==> config.mk <==
export PLATFORM = sky130hd
export DESIGN_NAME = modular_exponentiation_64
export DESIGN_NICKNAME = d
export VERILOG_FILES = /design/src/hw/rtl/mexp_pkg.sv /design/src/hw/rtl/mexp_mulmod.sv /design/src/hw/rtl/mexp_dp.sv /design/src/hw/rtl/mexp_ctrl.sv /design/src/hw/rtl/modular_exponentiation_64.sv
export SDC_FILE = /design/constraint.sdc
export NUM_CORES = 2
export LEC_CHECK = 0
export ABC_AREA = 1
export ABC_CLOCK_PERIOD_IN_PS = 6900
export BUFFER_PORTS_ARGS = -buffer_cell sky130_fd_sc_hd__buf_2
export CORE_MARGIN = 2
export CORE_UTILIZATION = 45
export CTS_CLUSTER_DIAMETER = 40
export DETAILED_ROUTE_END_ITERATION = 8
export SYNTH_ARGS = -nofsm -noshare
export SYNTH_HDL_FRONTEND = slang
export SYNTH_HIERARCHICAL = 1
export SYNTH_SLANG_ARGS = --single-unit
==> constraint.sdc <==
create_clock -name clk_i -period 6.9 [get_ports clk_i]
set_clock_uncertainty 0.2 [all_clocks]
set_input_delay 0.345 -clock clk_i [delete_from_list [all_inputs] [get_ports clk_i]]
set_output_delay 0.345 -clock clk_i [all_outputs]
set_load 0.01 [all_outputs]
==> src/hw/rtl/mexp_pkg.sv <==
// Shared types and constants for the 64-bit modular exponentiation block.
// Used by the controller, the datapath and the top level; no dependencies.
package mexp_pkg;

  localparam int unsigned DataW   = 64;
  localparam int unsigned CntW    = $clog2(DataW);
  localparam int unsigned CfgIdxW = 2;

  // Key register indexes on the configuration channel
  localparam logic [CfgIdxW-1:0] RegExponent = CfgIdxW'(0);
  localparam logic [CfgIdxW-1:0] RegModulus  = CfgIdxW'(1);

  // Operations of the shared modular multiplier
  typedef enum logic [1:0] {
    OpReduce = 2'd0,
    OpMul    = 2'd1,
    OpSqr    = 2'd2
  } op_e;

  // Commands from the controller to the datapath
  typedef struct packed {
    logic load;       // latch message, exponent copy, accumulator = 1
    logic start;      // launch the multiplier with op
    op_e  op;
    logic shift_exp;  // drop the lowest working exponent bit
    logic emit;       // move the accumulator to the output register
  } cmd_t;

  // Status from the datapath to the controller
  typedef struct packed {
    logic unit_done;
    logic exp_zero;
    logic exp_bit0;
    logic exp_last;   // no set bit above bit 0
    logic out_free;
  } status_t;

endpackage

==> src/hw/rtl/mexp_mulmod.sv <==
// Bit-serial modular multiplier: one multiplier bit per cycle, MSB first.
// Also reduces a single operand by feeding its bits in. Uses mexp_pkg.
module mexp_mulmod import mexp_pkg::*; (
  input  logic             clk_i,
  input  logic             rst_ni,
  input  logic             start_i,
  input  logic             reduce_i,
  input  logic [DataW-1:0] a_i,
  input  logic [DataW-1:0] b_i,
  input  logic [DataW-1:0] mod_i,
  output logic             done_o,
  output logic [DataW-1:0] prod_o
);

  localparam int unsigned SumW = DataW + 3;
  localparam logic [CntW-1:0] CntLast = CntW'(DataW - 1);

  logic             busy_q, busy_d;
  logic             done_q, done_d;
  logic [CntW-1:0]  cnt_q, cnt_d;
  logic [DataW-1:0] a_q, b_q, acc_q, acc_d;
  logic             reduce_q;
  logic [DataW-1:0] addend;
  logic [SumW-1:0]  sum, dif1, dif2;

  // acc = (2*acc + addend) mod m; the sum stays below 3m, so subtract m or 2m
  always_comb begin
    if (reduce_q) begin
      addend = {{(DataW-1){1'b0}}, b_q[DataW-1]};
    end else begin
      addend = b_q[DataW-1] ? a_q : '0;
    end
    sum  = {2'b00, acc_q, 1'b0} + {3'b000, addend};
    dif1 = sum - {3'b000, mod_i};
    dif2 = sum - {2'b00, mod_i, 1'b0};
    if (!dif2[SumW-1]) begin
      acc_d = dif2[DataW-1:0];
    end else if (!dif1[SumW-1]) begin
      acc_d = dif1[DataW-1:0];
    end else begin
      acc_d = sum[DataW-1:0];
    end
  end

  always_comb begin
    busy_d = busy_q;
    cnt_d  = cnt_q;
    done_d = busy_q && (cnt_q == CntLast);
    if (start_i) begin
      busy_d = 1'b1;
      cnt_d  = '0;
    end else if (busy_q) begin
      cnt_d = cnt_q + CntW'(1);
      if (cnt_q == CntLast) begin
        busy_d = 1'b0;
      end
    end
  end

  always_ff @(posedge clk_i or negedge rst_ni) begin
    if (!rst_ni) begin
      busy_q <= 1'b0;
      done_q <= 1'b0;
      cnt_q  <= '0;
    end else begin
      busy_q <= busy_d;
      done_q <= done_d;
      cnt_q  <= cnt_d;
    end
  end

  always_ff @(posedge clk_i) begin
    if (start_i) begin
      a_q      <= a_i;
      b_q      <= b_i;
      acc_q    <= '0;
      reduce_q <= reduce_i;
    end else if (busy_q) begin
      acc_q <= acc_d;
      b_q   <= {b_q[DataW-2:0], 1'b0};
    end
  end

  assign done_o = done_q;
  assign prod_o = acc_q;

`ifndef ASSERT_OFF
  a_start_idle: assert property (@(posedge clk_i) disable iff (!rst_ni)
    start_i |-> !busy_q)
    else $error("multiplier started while busy");
  a_done_idle: assert property (@(posedge clk_i) disable iff (!rst_ni)
    done_q |-> !busy_q)
    else $error("done raised while still busy");
  a_last_done: assert property (@(posedge clk_i) disable iff (!rst_ni)
    (busy_q && cnt_q == CntLast && !start_i) |=> done_q)
    else $error("final step not followed by done");
`endif

endmodule

==> src/hw/rtl/mexp_dp.sv <==
// Datapath: key registers, working exponent, base and accumulator, the
// shared modular multiplier and the output register. Uses mexp_pkg.
module mexp_dp import mexp_pkg::*; (
  input  logic               clk_i,
  input  logic               rst_ni,
  input  logic               cfg_we_i,
  input  logic [CfgIdxW-1:0] cfg_index_i,
  input  logic [DataW-1:0]   cfg_data_i,
  input  logic [DataW-1:0]   msg_i,
  input  logic               out_ready_i,
  output logic               out_valid_o,
  output logic [DataW-1:0]   out_data_o,
  input  cmd_t               cmd_i,
  output status_t            status_o
);

  logic [DataW-1:0] exponent_q, modulus_q;
  logic [DataW-1:0] exp_q, base_q, acc_q, out_data_q;
  logic             out_valid_q, out_valid_d;
  op_e              op_q;
  logic             unit_done;
  logic [DataW-1:0] unit_a, unit_b, unit_prod;

  always_ff @(posedge clk_i or negedge rst_ni) begin
    if (!rst_ni) begin
      exponent_q <= '0;
      modulus_q  <= DataW'(1);
    end else if (cfg_we_i) begin
      if (cfg_index_i == RegExponent) begin
        exponent_q <= cfg_data_i;
      end
      if (cfg_index_i == RegModulus) begin
        modulus_q <= cfg_data_i;
      end
    end
  end

  always_comb begin
    unit_a = base_q;
    unit_b = base_q;
    if (cmd_i.op == OpMul) begin
      unit_b = acc_q;
    end
  end

  mexp_mulmod u_mulmod (
    .clk_i    (clk_i),
    .rst_ni   (rst_ni),
    .start_i  (cmd_i.start),
    .reduce_i (cmd_i.op == OpReduce),
    .a_i      (unit_a),
    .b_i      (unit_b),
    .mod_i    (modulus_q),
    .done_o   (unit_done),
    .prod_o   (unit_prod)
  );

  always_ff @(posedge clk_i) begin
    if (cmd_i.start) begin
      op_q <= cmd_i.op;
    end
    if (cmd_i.load) begin
      base_q <= msg_i;
      acc_q  <= DataW'(1);
    end else if (unit_done) begin
      unique case (op_q)
        OpMul:            acc_q  <= unit_prod;
        OpReduce, OpSqr:  base_q <= unit_prod;
        default:          base_q <= base_q;
      endcase
    end
    if (cmd_i.load) begin
      exp_q <= exponent_q;
    end else if (cmd_i.shift_exp) begin
      exp_q <= {1'b0, exp_q[DataW-1:1]};
    end
    if (cmd_i.emit) begin
      out_data_q <= acc_q;
    end
  end

  // Output register: filled on emit, freed when the beat is taken
  always_comb begin
    out_valid_d = out_valid_q;
    if (cmd_i.emit) begin
      out_valid_d = 1'b1;
    end else if (out_ready_i) begin
      out_valid_d = 1'b0;
    end
  end

  always_ff @(posedge clk_i or negedge rst_ni) begin
    if (!rst_ni) begin
      out_valid_q <= 1'b0;
    end else begin
      out_valid_q <= out_valid_d;
    end
  end

  assign out_valid_o = out_valid_q;
  assign out_data_o  = out_data_q;

  assign status_o.unit_done = unit_done;
  assign status_o.exp_zero  = (exp_q == '0);
  assign status_o.exp_bit0  = exp_q[0];
  assign status_o.exp_last  = (exp_q[DataW-1:1] == '0);
  assign status_o.out_free  = !out_valid_q || out_ready_i;

endmodule

==> src/hw/rtl/mexp_ctrl.sv <==
// Controller: sequences reduction, multiplies and squarings per exponent
// bit, least significant first. Uses mexp_pkg command and status types.
module mexp_ctrl import mexp_pkg::*; (
  input  logic    clk_i,
  input  logic    rst_ni,
  input  logic    in_valid_i,
  output logic    in_ready_o,
  input  status_t status_i,
  output cmd_t    cmd_o
);

  typedef enum logic [6:0] {
    SIdle = 7'b0000001,
    SLoad = 7'b0000010,
    SRed  = 7'b0000100,
    SStep = 7'b0001000,
    SMul  = 7'b0010000,
    SSqr  = 7'b0100000,
    SOut  = 7'b1000000
  } state_e;

  state_e state_q, state_d;

  assign in_ready_o = (state_q == SIdle);

  always_comb begin
    state_d       = state_q;
    cmd_o         = '0;
    cmd_o.op      = OpReduce;
    unique case (state_q)
      SIdle: begin
        if (in_valid_i) begin
          cmd_o.load = 1'b1;
          state_d    = SLoad;
        end
      end
      SLoad: begin
        cmd_o.start = 1'b1;
        cmd_o.op    = OpReduce;
        state_d     = SRed;
      end
      SRed: begin
        if (status_i.unit_done) begin
          state_d = SStep;
        end
      end
      SStep: begin
        priority if (status_i.exp_zero) begin
          state_d = SOut;
        end else if (status_i.exp_bit0) begin
          cmd_o.start = 1'b1;
          cmd_o.op    = OpMul;
          state_d     = SMul;
        end else begin
          cmd_o.start     = 1'b1;
          cmd_o.op        = OpSqr;
          cmd_o.shift_exp = 1'b1;
          state_d         = SSqr;
        end
      end
      SMul: begin
        if (status_i.unit_done) begin
          cmd_o.shift_exp = 1'b1;
          if (status_i.exp_last) begin
            // skip the squaring after the top bit
            state_d = SStep;
          end else begin
            cmd_o.start = 1'b1;
            cmd_o.op    = OpSqr;
            state_d     = SSqr;
          end
        end
      end
      SSqr: begin
        if (status_i.unit_done) begin
          state_d = SStep;
        end
      end
      SOut: begin
        if (status_i.out_free) begin
          cmd_o.emit = 1'b1;
          state_d    = SIdle;
        end
      end
      default: state_d = SIdle;
    endcase
  end

  always_ff @(posedge clk_i or negedge rst_ni) begin
    if (!rst_ni) begin
      state_q <= SIdle;
    end else begin
      state_q <= state_d;
    end
  end

`ifndef ASSERT_OFF
  a_no_done_idle: assert property (@(posedge clk_i) disable iff (!rst_ni)
    (state_q == SIdle || state_q == SOut) |-> !status_i.unit_done)
    else $error("multiplier finished with no operation pending");
  a_emit_free: assert property (@(posedge clk_i) disable iff (!rst_ni)
    cmd_o.emit |-> status_i.out_free)
    else $error("result written over a waiting beat");
  a_accept_load: assert property (@(posedge clk_i) disable iff (!rst_ni)
    (in_valid_i && in_ready_o) |=> (state_q == SLoad))
    else $error("accepted item not loaded");
`endif

endmodule

==> src/hw/rtl/modular_exponentiation_64.sv <==
// Modular exponentiation top level: message^exponent mod modulus, 64 bits.
// Joins mexp_ctrl and mexp_dp; types and constants from mexp_pkg.
//
// Usage:
//   Configuration channel (cfg_valid_i/cfg_ready_o, cfg_index_i, cfg_data_i)
//   writes the key registers: index 0 the exponent, index 1 the modulus;
//   other indexes are ignored. cfg_ready_o is always high. Write only while
//   the block is idle.
//   Input stream s_axis_* carries one message per beat, output stream
//   m_axis_* one result per beat, in order.
//   Run time rests on the bit length L of the exponent and its number P of
//   set bits: after the initial reduction of the message, the block does one
//   squaring per exponent bit below the top set bit and one multiply per set
//   bit, each on the single bit-serial multiplier. One item is worked
//   on at a time; the next message is taken once the previous result has
//   entered the output register.
//   Reset: exponent 0, modulus 1, no result pending.
//   A stalled receiver holds the result in the output register; a following
//   item is still accepted and computed, then waits until that beat leaves.
module modular_exponentiation_64 import mexp_pkg::*; (
  input  logic               clk_i,
  input  logic               rst_ni,
  input  logic               cfg_valid_i,
  output logic               cfg_ready_o,
  input  logic [CfgIdxW-1:0] cfg_index_i,
  input  logic [DataW-1:0]   cfg_data_i,
  input  logic               s_axis_tvalid,
  output logic               s_axis_tready,
  input  logic [DataW-1:0]   s_axis_tdata,   // [63:0] message
  output logic               m_axis_tvalid,
  input  logic               m_axis_tready,
  output logic [DataW-1:0]   m_axis_tdata    // [63:0] power_result
);

  cmd_t    cmd;
  status_t status;

  assign cfg_ready_o = 1'b1;

  mexp_ctrl u_ctrl (
    .clk_i      (clk_i),
    .rst_ni     (rst_ni),
    .in_valid_i (s_axis_tvalid),
    .in_ready_o (s_axis_tready),
    .status_i   (status),
    .cmd_o      (cmd)
  );

  mexp_dp u_dp (
    .clk_i       (clk_i),
    .rst_ni      (rst_ni),
    .cfg_we_i    (cfg_valid_i),
    .cfg_index_i (cfg_index_i),
    .cfg_data_i  (cfg_data_i),
    .msg_i       (s_axis_tdata),
    .out_ready_i (m_axis_tready),
    .out_valid_o (m_axis_tvalid),
    .out_data_o  (m_axis_tdata),
    .cmd_i       (cmd),
    .status_o    (status)
  );

endmodule

==> impl_metrics.env <==
export IMPL_critPathRequiredTime_ps=7290
export IMPL_hold_path_class="in -> async"
export IMPL_arrival_ps=6930
export IMPL_synth_distinct_cells=53
export IMPL_maxCapViolCount=0
export IMPL_core_sq_um=87160
export IMPL_synth_area_sq_um=39730
export IMPL_synthTopCellsByArea="edfxtp_1 24%, nand2_1 16%, dfrtp_1 8.9%"
export IMPL_yosys_mux_area_fraction_pct=1.786
export IMPL_grt_pass1_vias=36870
export IMPL_cts_resized=0
export IMPL_grt_pass1_wl_um=227500
export IMPL_synthSimpleGateAreaFrac_pct=27.39
export IMPL_rsz0062_at_grt="false"
export IMPL_holdWs_ps=108.9
export IMPL_h_tree_depth=3
export IMPL_synth_compound_area_share_pct=12.86
export IMPL_rows=108
export IMPL_crit_path_end_kind="register"
export IMPL_synth_xor_area_share_pct=2.822
export IMPL_fin_crit_ps=6535
export IMPL_cts_tree="done"
export IMPL_nNetsFinal=6152
export IMPL_chipHeight_um=301.1
export IMPL_clockBufferDepth=3
export IMPL_syn_to_final_growth_pct=16.30
export IMPL_path_max_fanout=64
export IMPL_finalSetupTns_ps=0
export IMPL_dieArea_sq_um=90680
export IMPL_grt_util_all_layers_pct=33.69
export IMPL_synth_cells=5517
export IMPL_yosys_area_top_type_share_pct=24.41
export IMPL_fin_util_pct=53.01
export IMPL_slowest_delay_ps=570
export IMPL_synth_top_family_by_area="simple AND/OR/NAND/NOR gates"
export IMPL_die_x_um=301.1
export IMPL_start_util_pct=45.58
export IMPL_worst_path_max_delay_cell="xor2_1"
export IMPL_drv_slew=0
export IMPL_antenna_found_initial=3
export IMPL_num_vias=38080
export IMPL_remaining_drc_errors=0
export IMPL_synthesis_nets=5847
export IMPL_synth_common_cells="1653 x nand2_1, 691 x inv_1, 655 x nor2_1"
export IMPL_dp_hpwl_um=123000
export IMPL_synthArstFlopShare_pct=24.20
export IMPL_crit_type="reg -> reg"
export IMPL_overflow=0
export IMPL_synth_edff_count=323
export IMPL_outcome="completed"
export IMPL_synth_seq_area_share_pct=39.94
export IMPL_crit_top_cell="nand2_1"
export IMPL_synth_warnings=6
export IMPL_synthAdderAreaFrac_pct=6.198
export IMPL_wirelength_um=154400
export IMPL_final_period_utilization_pct=94.71
export IMPL_synth_ff_type="edfxtp_1"
export IMPL_max_freq_mhz=153.0
export IMPL_synth_area_per_cell_sq_um=7.201
export IMPL_synthMostInstantiatedCell="nand2_1"
export IMPL_drtPass1Iterations=8
export IMPL_cts_buffers=88
export IMPL_clock_latency_ps=670
export IMPL_hold_viol_final=0
export IMPL_start_kind="register"
export IMPL_drtIter0Drc=3669
export IMPL_synth_top_cell_by_area="edfxtp_1"
export IMPL_place_gp_congestion=1.060
export IMPL_cts_root_buf="clkbuf_16"
export IMPL_relSlewSlack_pct=24.38
export IMPL_clock_sinks=595
export IMPL_setup_violations=0
export IMPL_grt_max_degree=145
export IMPL_layout_drive_gt1_share_pct=9.210
export IMPL_worstMarginPinSlew_ps=1134
export IMPL_port_buffer_count=200
export IMPL_via_per_inst=5.399
export IMPL_wl_per_cell_um=21.89
export IMPL_ant_nets=0
export IMPL_ys_ff_latch=595
export IMPL_clk_pin_slew_ps=50
export IMPL_io_pins=202
## layer usage
layer  wire length (um)  track usage (%)  up-vias
li1                   -                -    18520
met1              67450            46.04    17850
met2              69630            53.61     1433
met3              10490            4.812      276
met4               6812            13.84        0
met5                  0                0        -
## worst max-delay path: cells and delay by family (launching register included)
family | cells | cell delay (ps)
and+or+nand+nor | 16 | 2360
xor gates and xnor gates | 1 | 570
adders and majority gates | 3 | 980
AOI/OAI and AO/OA | 5 | 1260
DFF | 1 | 400
buffers and inverters | 4 | 630
## repair_timing
item | in CTS | in global routing
hold buffers | 131 | 0
setup buffers | 0 | 2
setup endpoints to repair | 0 | 64
endpoints found under the hold margin | 277 | 0
## cell families (layout without fill, tap and decap cells)
| family | Yosys count | in the layout |
|---|---|---|
| adders and majority gates | 195 | 195 |
| and+or+nand+nor | 2706 | 2706 |
| AOI/OAI and AO/OA | 956 | 956 |
| muxes | 63 | 63 |
| DFF | 595 | 595 |
| xor gates and xnor gates | 128 | 128 |
| other | 1 | 3 |
| buffers and inverters | 873 | 1252 |
## placed cells by master (no fill, tap or decap), drive strengths merged, types with 9 or more instances in the layout
master / instances
o21bai: 53
ha: 192
edfxtp: 323
dlygate4sd3: 131
nand2: 1672
nand3: 230
bufinv: 16
xor2: 86
a21boi: 11
nor3: 49
o21ai: 442
nand3b: 21
nor2: 665
inv: 718
buf: 247
nand4: 37
dfrtp: 142
clkinv: 29
dfxtp: 128
a21o: 23
xnor2: 42
or2: 13
mux2: 63
o21a: 9
clkbuf: 106
nor4: 9
a21oi: 400
## registers in the layout, summed over array words and instances, names as in the netlist, 2 cells and up
signal / cells
u_dp/acc_q: 64
u_dp/base_q: 64
u_dp/exp_q: 64
u_dp/exponent_q: 64
u_dp/modulus_q: 64
u_dp/out_data_o: 64
u_dp/u_mulmod/a_q: 64
u_dp/u_mulmod/b_q: 64
u_dp/u_mulmod/prod_o: 64
u_ctrl/state_q: 7
u_dp/u_mulmod/cnt_q: 6
u_dp/op_q: 2
## metrics by stage
| stage | setup WS (ps) | instances | cell area, sq um |
|---|---|---|---|
| detailed placement | 271.3 | 6754 | 41700 |
| CTS | 240.3 | 7049 | 46170 |
| global route | 83.82 | 7053 | 46200 |
| finish | 364.9 | 7053 | 46200 |
| global placement | 303.2 | 6754 | 41700 |
| floorplan | 1230 | 5517 | 39730 |
## path summary, 6_finish.rpt
kind / from / end / slack [ps] / cells past startpoint
worst min register to register: u_dp/acc_q[56]$_SDFFE_PP0P_ / u_dp/out_data_o[56]$_DFFE_PP_ / 230 / 0
worst max-delay path: u_dp/u_mulmod/reduce_q$_DFFE_PP_ / u_dp/u_mulmod/prod_o[45]$_SDFFE_PP0P_ / 360 / 29
worst max register to register: u_dp/u_mulmod/reduce_q$_DFFE_PP_ / u_dp/u_mulmod/prod_o[45]$_SDFFE_PP0P_ / 360 / 29
max in group asynchronous: rst_ni / u_dp/modulus_q[53]$_DFFE_PN0P_ / 5050 / 3
min in group clk_i: cfg_index_i[0] / u_dp/modulus_q[38]$_DFFE_PN0P_ / 110 / 5
worst min-delay path: rst_ni / u_dp/exponent_q[30]$_DFFE_PN0P_ / 110 / 2
## final cells by class
class | instances | area, sq um
Sequential cell | 595 | 15870
Inverter | 710 | 2669
Timing Repair Buffer | 378 | 2734
Antenna cell | 2 | 5.005
Tap cell | 1155 | 1445
Fill cell | 8738 | 40950
Multi-Input combinational cell | 4049 | 20320
Clock buffer | 106 | 2321
Clock inverter | 58 | 839.6
Power is left out: the tool's default activity adds up to more than one toggle a clock period on the data nets, which glitch-free logic cannot reach.
